### config.mk
export PLATFORM = sky130hd
export DESIGN_NAME = sync_length_crc16_deframer_top
export DESIGN_NICKNAME = d
export VERILOG_FILES = /design/src/lcdf_pkg.sv /design/src/lcdf_front.sv /design/src/lcdf_fifo.sv /design/src/lcdf_back.sv /design/src/sync_length_crc16_deframer_top.sv
export SDC_FILE = /design/constraint.sdc
export NUM_CORES = 1
export LEC_CHECK = 0
export BUFFER_PORTS_ARGS = -buffer_cell sky130_fd_sc_hd__buf_2
export CAP_MARGIN = 15
export CELL_PAD_IN_SITES_DETAIL_PLACEMENT = 0
export CELL_PAD_IN_SITES_GLOBAL_PLACEMENT = 2
export CORE_ASPECT_RATIO = 0.5
export CORE_MARGIN = 2
export CORE_UTILIZATION = 45
export CTS_BUF_LIST = sky130_fd_sc_hd__clkbuf_16
export DETAILED_ROUTE_END_ITERATION = 10
export GPL_TIMING_DRIVEN = 0
export PLACE_DENSITY = 0.93
export SETUP_SLACK_MARGIN = 0.05
export SYNTH_ARGS = -nofsm -noshare
export SYNTH_HDL_FRONTEND = slang
export SYNTH_HIERARCHICAL = 1
export SYNTH_SLANG_ARGS = --single-unit
export TNS_END_PERCENT = 5
### constraint.sdc
create_clock -name clock -period 6.1 [get_ports clock]
set_clock_uncertainty 0.2 [all_clocks]
set_input_delay 0.915 -clock clock [delete_from_list [all_inputs] [get_ports clock]]
set_output_delay 0.915 -clock clock [all_outputs]
set_load 0.02 [all_outputs]
### src/lcdf_pkg.sv
// Shared types and constants of the sync/length/CRC-16 deframer.
package lcdf_pkg;

   localparam int unsigned FIFO_DEPTH_DEFAULT = 4;

   localparam logic [15:0] CRC_POLY = 16'hA001;
   localparam logic [15:0] CRC_INIT = 16'hFFFF;

   localparam logic [7:0]  SYNC_BYTE_RESET  = 8'h5A;
   localparam logic [15:0] MAX_LENGTH_RESET = 16'd1538;
   localparam logic [15:0] MIN_LENGTH_RESET = 16'd5;

   // Configuration register indexes
   localparam logic [1:0] CSR_SYNC_BYTE  = 2'd0;
   localparam logic [1:0] CSR_MAX_LENGTH = 2'd1;
   localparam logic [1:0] CSR_MIN_LENGTH = 2'd2;

   // Frame status codes
   localparam logic [1:0] ST_GOOD  = 2'd0;
   localparam logic [1:0] ST_CRC   = 2'd1;
   localparam logic [1:0] ST_LONG  = 2'd2;
   localparam logic [1:0] ST_SHORT = 2'd3;

   typedef struct packed {
      logic [7:0]  payload_byte;
      logic        frame_end;
      logic [1:0]  status;
      logic [15:0] payload_len;
   } result_type;

   typedef struct packed {
      logic full;
      logic empty;
   } fifo_stat_type;

endpackage

### src/lcdf_front.sv
// Front end: frame parser with CSRs, running CRC and result classification.
module lcdf_front (
   input  logic                clock,
   input  logic                reset,
   input  logic                in_valid,
   input  logic [7:0]          in_byte,
   input  logic                csr_valid,
   input  logic [1:0]          csr_index,
   input  logic [15:0]         csr_wdata,
   output logic                res_valid,
   output lcdf_pkg::result_type res
);
   import lcdf_pkg::*;

   typedef enum logic [2:0] {
      PH_SYNC1   = 3'd0,
      PH_SYNC2   = 3'd1,
      PH_LEN_LO  = 3'd2,
      PH_LEN_HI  = 3'd3,
      PH_PAYLOAD = 3'd4,
      PH_CRC_LO  = 3'd5,
      PH_CRC_HI  = 3'd6
   } phase_type;

   function automatic logic [15:0] crc_byte(input logic [15:0] crc, input logic [7:0] b);
      logic [15:0] c;
      c = crc ^ {8'h00, b};
      for (int k = 0; k < 8; k++) begin
         c = c[0] ? ((c >> 1) ^ CRC_POLY) : (c >> 1);
      end
      return c;
   endfunction

   phase_type   phase_ff, phase_in;
   logic [15:0] len_ff, len_in;
   logic [15:0] cnt_ff, cnt_in;
   logic [15:0] crc_ff, crc_in;
   logic [7:0]  crclo_ff, crclo_in;
   logic [7:0]  sync_ff;
   logic [15:0] max_ff;
   logic [15:0] min_ff;

   logic [15:0] crc_next;
   logic [15:0] crc_seed;
   logic [15:0] len_new;
   logic [15:0] cnt_inc;

   assign crc_next = crc_byte(crc_ff, in_byte);
   assign crc_seed = crc_byte(CRC_INIT, in_byte);
   assign len_new  = {in_byte, len_ff[7:0]};
   assign cnt_inc  = cnt_ff + 16'd1;

   always_comb begin
      phase_in         = phase_ff;
      len_in           = len_ff;
      cnt_in           = cnt_ff;
      crc_in           = crc_ff;
      crclo_in         = crclo_ff;
      res_valid        = 1'b0;
      res.payload_byte = 8'h00;
      res.frame_end    = 1'b0;
      res.status       = ST_GOOD;
      res.payload_len  = len_ff;
      if (in_valid) begin
         unique case (phase_ff)
            PH_SYNC2: begin
               if (in_byte == sync_ff) begin
                  crc_in   = crc_next;
                  phase_in = PH_LEN_LO;
               end else begin
                  phase_in = PH_SYNC1;
               end
            end
            PH_LEN_LO: begin
               crc_in   = crc_next;
               len_in   = {8'h00, in_byte};
               phase_in = PH_LEN_HI;
            end
            PH_LEN_HI: begin
               crc_in          = crc_next;
               len_in          = len_new;
               cnt_in          = 16'd0;
               res.payload_len = len_new;
               priority if (len_new > max_ff) begin
                  phase_in      = PH_SYNC1;
                  res_valid     = 1'b1;
                  res.frame_end = 1'b1;
                  res.status    = ST_LONG;
               end else if (len_new < min_ff) begin
                  phase_in      = PH_SYNC1;
                  res_valid     = 1'b1;
                  res.frame_end = 1'b1;
                  res.status    = ST_SHORT;
               end else begin
                  phase_in = (len_new == 16'd0) ? PH_CRC_LO : PH_PAYLOAD;
               end
            end
            PH_PAYLOAD: begin
               crc_in           = crc_next;
               cnt_in           = cnt_inc;
               if (cnt_inc >= len_ff) begin
                  phase_in = PH_CRC_LO;
               end
               res_valid        = 1'b1;
               res.payload_byte = in_byte;
            end
            PH_CRC_LO: begin
               crclo_in = in_byte;
               phase_in = PH_CRC_HI;
            end
            PH_CRC_HI: begin
               phase_in      = PH_SYNC1;
               res_valid     = 1'b1;
               res.frame_end = 1'b1;
               res.status    = ({in_byte, crclo_ff} == crc_ff) ? ST_GOOD : ST_CRC;
            end
            default: begin
               phase_in = PH_SYNC1;
               if (in_byte == sync_ff) begin
                  crc_in   = crc_seed;
                  phase_in = PH_SYNC2;
               end
            end
         endcase
      end
   end

   always_ff @(posedge clock) begin
      if (reset) begin
         phase_ff <= PH_SYNC1;
         len_ff   <= 16'd0;
         cnt_ff   <= 16'd0;
         crc_ff   <= CRC_INIT;
         crclo_ff <= 8'h00;
         sync_ff  <= SYNC_BYTE_RESET;
         max_ff   <= MAX_LENGTH_RESET;
         min_ff   <= MIN_LENGTH_RESET;
      end else begin
         phase_ff <= phase_in;
         len_ff   <= len_in;
         cnt_ff   <= cnt_in;
         crc_ff   <= crc_in;
         crclo_ff <= crclo_in;
         if (csr_valid) begin
            unique case (csr_index)
               CSR_SYNC_BYTE:  sync_ff <= csr_wdata[7:0];
               CSR_MAX_LENGTH: max_ff  <= csr_wdata;
               CSR_MIN_LENGTH: min_ff  <= csr_wdata;
               default: ;
            endcase
         end
      end
   end

endmodule

### src/lcdf_fifo.sv
// Short result queue between the parser and the output stage.
module lcdf_fifo #(
   parameter int unsigned DEPTH = lcdf_pkg::FIFO_DEPTH_DEFAULT
) (
   input  logic                   clock,
   input  logic                   reset,
   input  logic                   wr_en,
   input  lcdf_pkg::result_type   wr_data,
   input  logic                   rd_en,
   output lcdf_pkg::result_type   rd_data,
   output lcdf_pkg::fifo_stat_type stat
);
   import lcdf_pkg::*;

   localparam int unsigned PW = (DEPTH > 1) ? $clog2(DEPTH) : 1;
   localparam int unsigned CW = $clog2(DEPTH + 1);

   result_type      mem [DEPTH];
   logic [PW-1:0]   wr_ptr_ff, wr_ptr_in;
   logic [PW-1:0]   rd_ptr_ff, rd_ptr_in;
   logic [CW-1:0]   count_ff, count_in;
   logic            do_wr;
   logic            do_rd;

   assign stat.full  = (count_ff == CW'(DEPTH));
   assign stat.empty = (count_ff == '0);
   assign do_wr      = wr_en && !stat.full;
   assign do_rd      = rd_en && !stat.empty;
   assign rd_data    = mem[rd_ptr_ff];

   always_comb begin
      wr_ptr_in = wr_ptr_ff;
      rd_ptr_in = rd_ptr_ff;
      count_in  = count_ff;
      if (do_wr) begin
         wr_ptr_in = (wr_ptr_ff == PW'(DEPTH - 1)) ? '0 : wr_ptr_ff + PW'(1);
      end
      if (do_rd) begin
         rd_ptr_in = (rd_ptr_ff == PW'(DEPTH - 1)) ? '0 : rd_ptr_ff + PW'(1);
      end
      if (do_wr && !do_rd) begin
         count_in = count_ff + CW'(1);
      end else if (do_rd && !do_wr) begin
         count_in = count_ff - CW'(1);
      end
   end

   always_ff @(posedge clock) begin
      if (do_wr) begin
         mem[wr_ptr_ff] <= wr_data;
      end
   end

   always_ff @(posedge clock) begin
      if (reset) begin
         wr_ptr_ff <= '0;
         rd_ptr_ff <= '0;
         count_ff  <= '0;
      end else begin
         wr_ptr_ff <= wr_ptr_in;
         rd_ptr_ff <= rd_ptr_in;
         count_ff  <= count_in;
      end
   end

endmodule

### src/lcdf_back.sv
// Back end: output register that drains the queue and serves the result port.
module lcdf_back (
   input  logic                    clock,
   input  logic                    reset,
   input  lcdf_pkg::fifo_stat_type q_stat,
   input  lcdf_pkg::result_type    q_data,
   output logic                    q_rd,
   input  logic                    out_pop,
   output logic                    out_valid,
   output lcdf_pkg::result_type    out_data
);
   import lcdf_pkg::*;

   logic       valid_ff, valid_in;
   result_type data_ff;

   // Refill from a non-empty queue whenever the register is free or being taken in this cycle
   assign q_rd      = !q_stat.empty && (!valid_ff || out_pop);
   assign valid_in  = q_rd || (valid_ff && !out_pop);
   assign out_valid = valid_ff;
   assign out_data  = data_ff;

   always_ff @(posedge clock) begin
      if (reset) begin
         valid_ff <= 1'b0;
      end else begin
         valid_ff <= valid_in;
      end
   end

   always_ff @(posedge clock) begin
      if (q_rd) begin
         data_ff <= q_data;
      end
   end

endmodule

### src/sync_length_crc16_deframer_top.sv
// Top level of the sync/length/CRC-16 frame deframer.
//
// Usage:
//  - req_*: one received byte per transfer (push while full is low). The parser
//    hunts for two sync bytes, takes a little-endian 16-bit length, checks it
//    against min_length/max_length, then passes payload bytes and checks the
//    trailing little-endian CRC-16/MODBUS taken over sync, length and payload.
//  - rsp_*: queue-style result port. Payload bytes come out with frame_end low;
//    each frame closes with a frame_end result carrying status and length.
//  - csr_*: register writes (0 sync byte, 1 max length, 2 min length) are
//    always ready and take effect on the next byte; other indexes are ignored.
//  - Throughput: one byte per cycle while req_full is low, set by the parser and
//    its byte-wide CRC update. A result written at a transfer edge reaches the
//    rsp ports through the queue write and then the output register.
//  - Reset: parser back to hunting, registers to 0x5A / 1538 / 5, queue and
//    output register empty.
//  - Receiver stall: results collect in the queue (FIFO_DEPTH entries) and the
//    output register; req_full rises once the queue is full, and bytes that
//    yield no result are held back too until space frees.
module sync_length_crc16_deframer_top #(
   parameter int unsigned FIFO_DEPTH = lcdf_pkg::FIFO_DEPTH_DEFAULT
) (
   input  logic        clock,
   input  logic        reset,
   input  logic        req_push,
   output logic        req_full,
   input  logic [7:0]  req_rx_byte,
   output logic        rsp_empty,
   input  logic        rsp_pop,
   output logic [7:0]  rsp_payload_byte,
   output logic        rsp_frame_end,
   output logic [1:0]  rsp_status,
   output logic [15:0] rsp_payload_len,
   input  logic        csr_valid,
   output logic        csr_ready,
   input  logic [1:0]  csr_index,
   input  logic [15:0] csr_wdata
);
   import lcdf_pkg::*;

   logic          in_take;
   logic          res_valid;
   result_type    res;
   result_type    q_data;
   fifo_stat_type q_stat;
   logic          q_rd;
   logic          out_valid;
   result_type    out_data;

   // Hold input while the queue has no room for a possible result
   assign req_full  = q_stat.full;
   assign in_take   = req_push && !q_stat.full;
   assign csr_ready = 1'b1;

   lcdf_front u_front (
      .clock     (clock),
      .reset     (reset),
      .in_valid  (in_take),
      .in_byte   (req_rx_byte),
      .csr_valid (csr_valid),
      .csr_index (csr_index),
      .csr_wdata (csr_wdata),
      .res_valid (res_valid),
      .res       (res)
   );

   lcdf_fifo #(
      .DEPTH (FIFO_DEPTH)
   ) u_fifo (
      .clock   (clock),
      .reset   (reset),
      .wr_en   (res_valid),
      .wr_data (res),
      .rd_en   (q_rd),
      .rd_data (q_data),
      .stat    (q_stat)
   );

   lcdf_back u_back (
      .clock     (clock),
      .reset     (reset),
      .q_stat    (q_stat),
      .q_data    (q_data),
      .q_rd      (q_rd),
      .out_pop   (rsp_pop),
      .out_valid (out_valid),
      .out_data  (out_data)
   );

   assign rsp_empty        = !out_valid;
   assign rsp_payload_byte = out_data.payload_byte;
   assign rsp_frame_end    = out_data.frame_end;
   assign rsp_status       = out_data.status;
   assign rsp_payload_len  = out_data.payload_len;

`ifndef SYNTH
   // The parser never produces a result into a full queue
   a_no_overflow: assert property (@(posedge clock) disable iff (reset)
      !(res_valid && q_stat.full))
      else $error("result produced while queue full");

   // Result port comes out of reset empty
   a_reset_empty: assert property (@(posedge clock)
      reset |=> rsp_empty)
      else $error("result port not empty after reset");

   // Payload results carry good status, frame-end results a zero byte
   a_result_shape: assert property (@(posedge clock) disable iff (reset)
      !rsp_empty |-> (rsp_frame_end ? (rsp_payload_byte == 8'h00) : (rsp_status == ST_GOOD)))
      else $error("malformed result item");

   // An item taken from the queue shows on the port at the next edge
   a_load: assert property (@(posedge clock) disable iff (reset)
      q_rd |=> !rsp_empty)
      else $error("loaded result not presented");
`endif

endmodule

==> run_results.csv <==
group,metric,value,unit
power,switchingPower,0.000741,W
detailed_routing,post_drt_wl_per_cell,18.3,microns
global_routing,grt_max_degree,29,
cells_and_area,final_cell_mix,"edfxtp_1 (135), nand2_1 (133), dfxtp_1 (109)",
power,ir_drop,0.000173,V
worst_setup_path,critPathCapture,"u_fifo/count_ff[2]",
outcome,outcome,"finished clean",
floorplanning,core,25100,sq um
worst_setup_path,critPathArrivalTime,5270,ps
global_routing,antenna_found_initial,0,
timing,finalSetupViolCount,0,
worst_setup_path,crit_type,"reg -> reg",
power,power_frac_seq,52.5,%
cells_and_area,drive_gt1_share,14.6,%
cts,numCtsBuffers,24,
run,max-cap-violations,0,
floorplanning,die_h,117,microns
synthesis,syn-num-nets,1104,
placed_design,hpwl,19100,microns
power,power_density,254,nW/um^2
timing,rsz0062_at_grt,"no",
global_routing,overflow,0,
power,power_leakage,4.87,nW
detailed_routing,first_iter_violations,554,
cts,clk_latency,540,ps
synthesis,yosysWarnings,6,
worst_setup_path,critical_path.max_fanout,7,
timing,fmax,200,MHz
detailed_routing,routed_wl,26800,microns
timing,min_period,5000,ps
cts,htreeDepth,1,
cts,post_cts_buffers,0,
detailed_routing,drc,0,
synthesis,yosysTopAreaCell,"edfxtp_1",
worst_setup_path,cp-startpoint,"u_front/len_ff[1]",
cts,cts_tree,"built",
worst_setup_path,reg2regPathDepth,15,
cts,clock-sinks,244,
power,swShare,22.5,%
synthesis,seq_area_frac_synth,54.5,%
global_routing,grt_pass1_vias,7554,
cells_and_area,area_growth,13.5,%
global_routing,grt_pass1_wl,41900,microns
worst_setup_path,r2r_start,"u_front/len_ff[1]",
floorplanning,die-area,26800,sq um
power,internal_power,0.00256,W
placed_design,pre_cts_ws,792,ps
hold_path,hold_path.class,"reg -> reg",
timing,whs,254,ps
detailed_routing,dr.pass1.iters,5,
synthesis,synthCells,1014,
cells_and_area,nNetsFinal,1193,
cells_and_area,mostFrequentLayoutCell,"edfxtp_1",
cts,cts_resized,0,
detailed_routing,num_vias,7840,
synthesis,ys_ff_latch,244,
synthesis,synth.area.top_cells,"edfxtp_1 (35%), dfxtp_1 (19%), ha_1 (6.3%), mux4_2 (5.3%), nand2_1 (4.4%)",
power,p_clk_share,42.1,%
synthesis,synth-edff-count,135,
timing,slew_headroom,34.5,%
synthesis,synth_top_area_share,35.4,%
timing,setup_tns,0,ps
cts,cts_buffer_depth,3,
detailed_routing,antenna_left,0,
worst_setup_path,cp-end-kind,"flip-flop",
cts,clockRootBuffer,"clkbuf_16",
synthesis,synth-async-reset-ratio,0,%
worst_setup_path,rrSetupSlack,1100,ps
cts,holdBufCountCts,0,
cells_and_area,n_antenna_cell,0,
cts,clkTransAtPathRegs,60,ps
timing,final_max_slew_viol_count,0,
worst_setup_path,worstPathRequired,6370,ps
timing,worst-slew-pin-transition,972,ps
synthesis,avgSynthCellArea,11.3,sq um
floorplanning,initial_core_util,45.6,%
timing,setup_ws,1100,ps
synthesis,synth.cell_area,11400,sq um
synthesis,synth_ff_type,"edfxtp_1",
detailed_routing,drt-vias-per-instance,5.36,
placed_design,port-buffer-count,59,
power,comb_power_share,5.4,%
worst_setup_path,rr_endpoint,"u_fifo/count_ff[2]",
timing,finalHoldViolations,0,
floorplanning,die_w,230,microns
synthesis,synth.distinct_cells,62,
floorplanning,num_rows,41,
placed_design,gp_congestion,0.859,
timing,timing.final.crit_share,81.9,%
worst_setup_path,start_kind,"flip-flop",
global_routing,grt.total_usage,20.4,%
floorplanning,io_pins,61,
-- final cells by class --
| class | count | area, sq um |
|---|---|---|
| Inverter | 64 | 259 |
| Clock inverter | 19 | 121 |
| Tap cell | 344 | 430 |
| Timing Repair Buffer | 63 | 393 |
| Fill cell | 2243 | 12100 |
| Buffer | 60 | 358 |
| Clock buffer | 24 | 601 |
| Sequential cell | 244 | 6240 |
| Multi-Input combinational cell | 646 | 4590 |
-- routing by layer --
metal,global-route usage (%),share of wire [%],up-vias
li1,-,-,3742
met5,0,0,-
met3,4.13,5.8,36
met2,32.2,44,201
met1,29.2,48,3861
met4,4.72,1.8,0
-- logic make-up (layout without fill, tap and decap cells) --
kind of cell	count (synthesis)	in the layout	synth area share [%]
compound gates	175	175	9.48
other cells	1	1	0.0328
buf+inv	124	230	5.39
flops	244	244	54.5
xor+xnor	74	74	5.93
mux	34	34	5.94
simple gates	303	303	12.2
fa+ha+maj	59	59	6.52
-- state kept, by name, summed over array words and instances (netlist names), named ones only --
name,count
u_front/crc_ff,16
u_fifo/count_ff,3
u_back/out_data,27
u_front/phase_ff,3
u_front/sync_ff,8
u_front/crclo_ff,8
u_back/out_valid,1
u_fifo/wr_ptr_ff,2
u_front/len_ff,16
u_fifo/rd_ptr_ff,2
u_front/cnt_ff,16
u_front/min_ff,16
u_front/max_ff,16
u_fifo/mem,108
-- critical path, cell delays in order, from the launching register on --
cell and delay [ps]:
dfxtp_1 500, ha_1 290, a21o_1 170, a211o_1 290
a211oi_1 420, o31ai_1 320, and2_1 260, o21ai_0 760
bufinv_8 330, nor2_2 140, ha_1 200, inv_1 60
fa_1 370, xor2_1 160, or3_1 300, a21oi_1 130
-- worst min-delay path by stage --
stage	cells after the start	slack [ps]	to	start
finish	2	250	u_front/min_ff[8]	u_front/min_ff[8]
CTS	2	250	u_front/min_ff[9]	u_front/min_ff[9]
global route	2	280	u_front/min_ff[13]	u_front/min_ff[13]
floorplan	2	240	u_front/len_ff[10]	u_front/len_ff[10]
detailed placement	2	250	u_front/min_ff[9]	u_front/min_ff[9]
global placement	2	240	u_front/min_ff[3]	u_front/min_ff[3]
-- cells in the mapped netlist, types with 10 or more instances --
cell type  instances
inv_1             62
nor2b_1           18
nand2_1          133
a21oi_1           74
xnor2_1           54
nor2_1            74
edfxtp_1         135
dfxtp_1          109
a211o_1           20
mux4_2            27
ha_1              58
xor2_1            17
nand4_1           14
clkbuf_1          27
nand3_1           10
and3_1            12
buf_4             14
o21ai_0           33
-- power groups by stage --
stage                     Sequential, W  Combinational, W  Clock (W)
after floorplan                 0.00177          0.000121          0
after global placement          0.00177          0.000175          0
after detailed placement        0.00177          0.000177          0
after CTS                       0.00173          0.000178    0.00142
after global routing            0.00173          0.000196    0.00149
final                           0.00173          0.000178    0.00139
-- per-stage QoR --
| step | total power, W | util (%) | area [sq um] | std cells |
|---|---|---|---|---|
| 6_report | 0.00330 | 51.8 | 13000 | 1464 |
| 5_1_grt | 0.00342 | 51.8 | 13000 | 1464 |
| 4_1_cts | 0.00333 | 51.8 | 13000 | 1464 |
| 3_5_place_dp | 0.00195 | 48.9 | 12300 | 1421 |
| 3_3_place_gp | 0.00194 | 48.5 | 12200 | 1417 |
| 2_1_floorplan | 0.00189 | - | 11400 | 1014 |
Note: power is estimated with default switching activity, not from simulation.
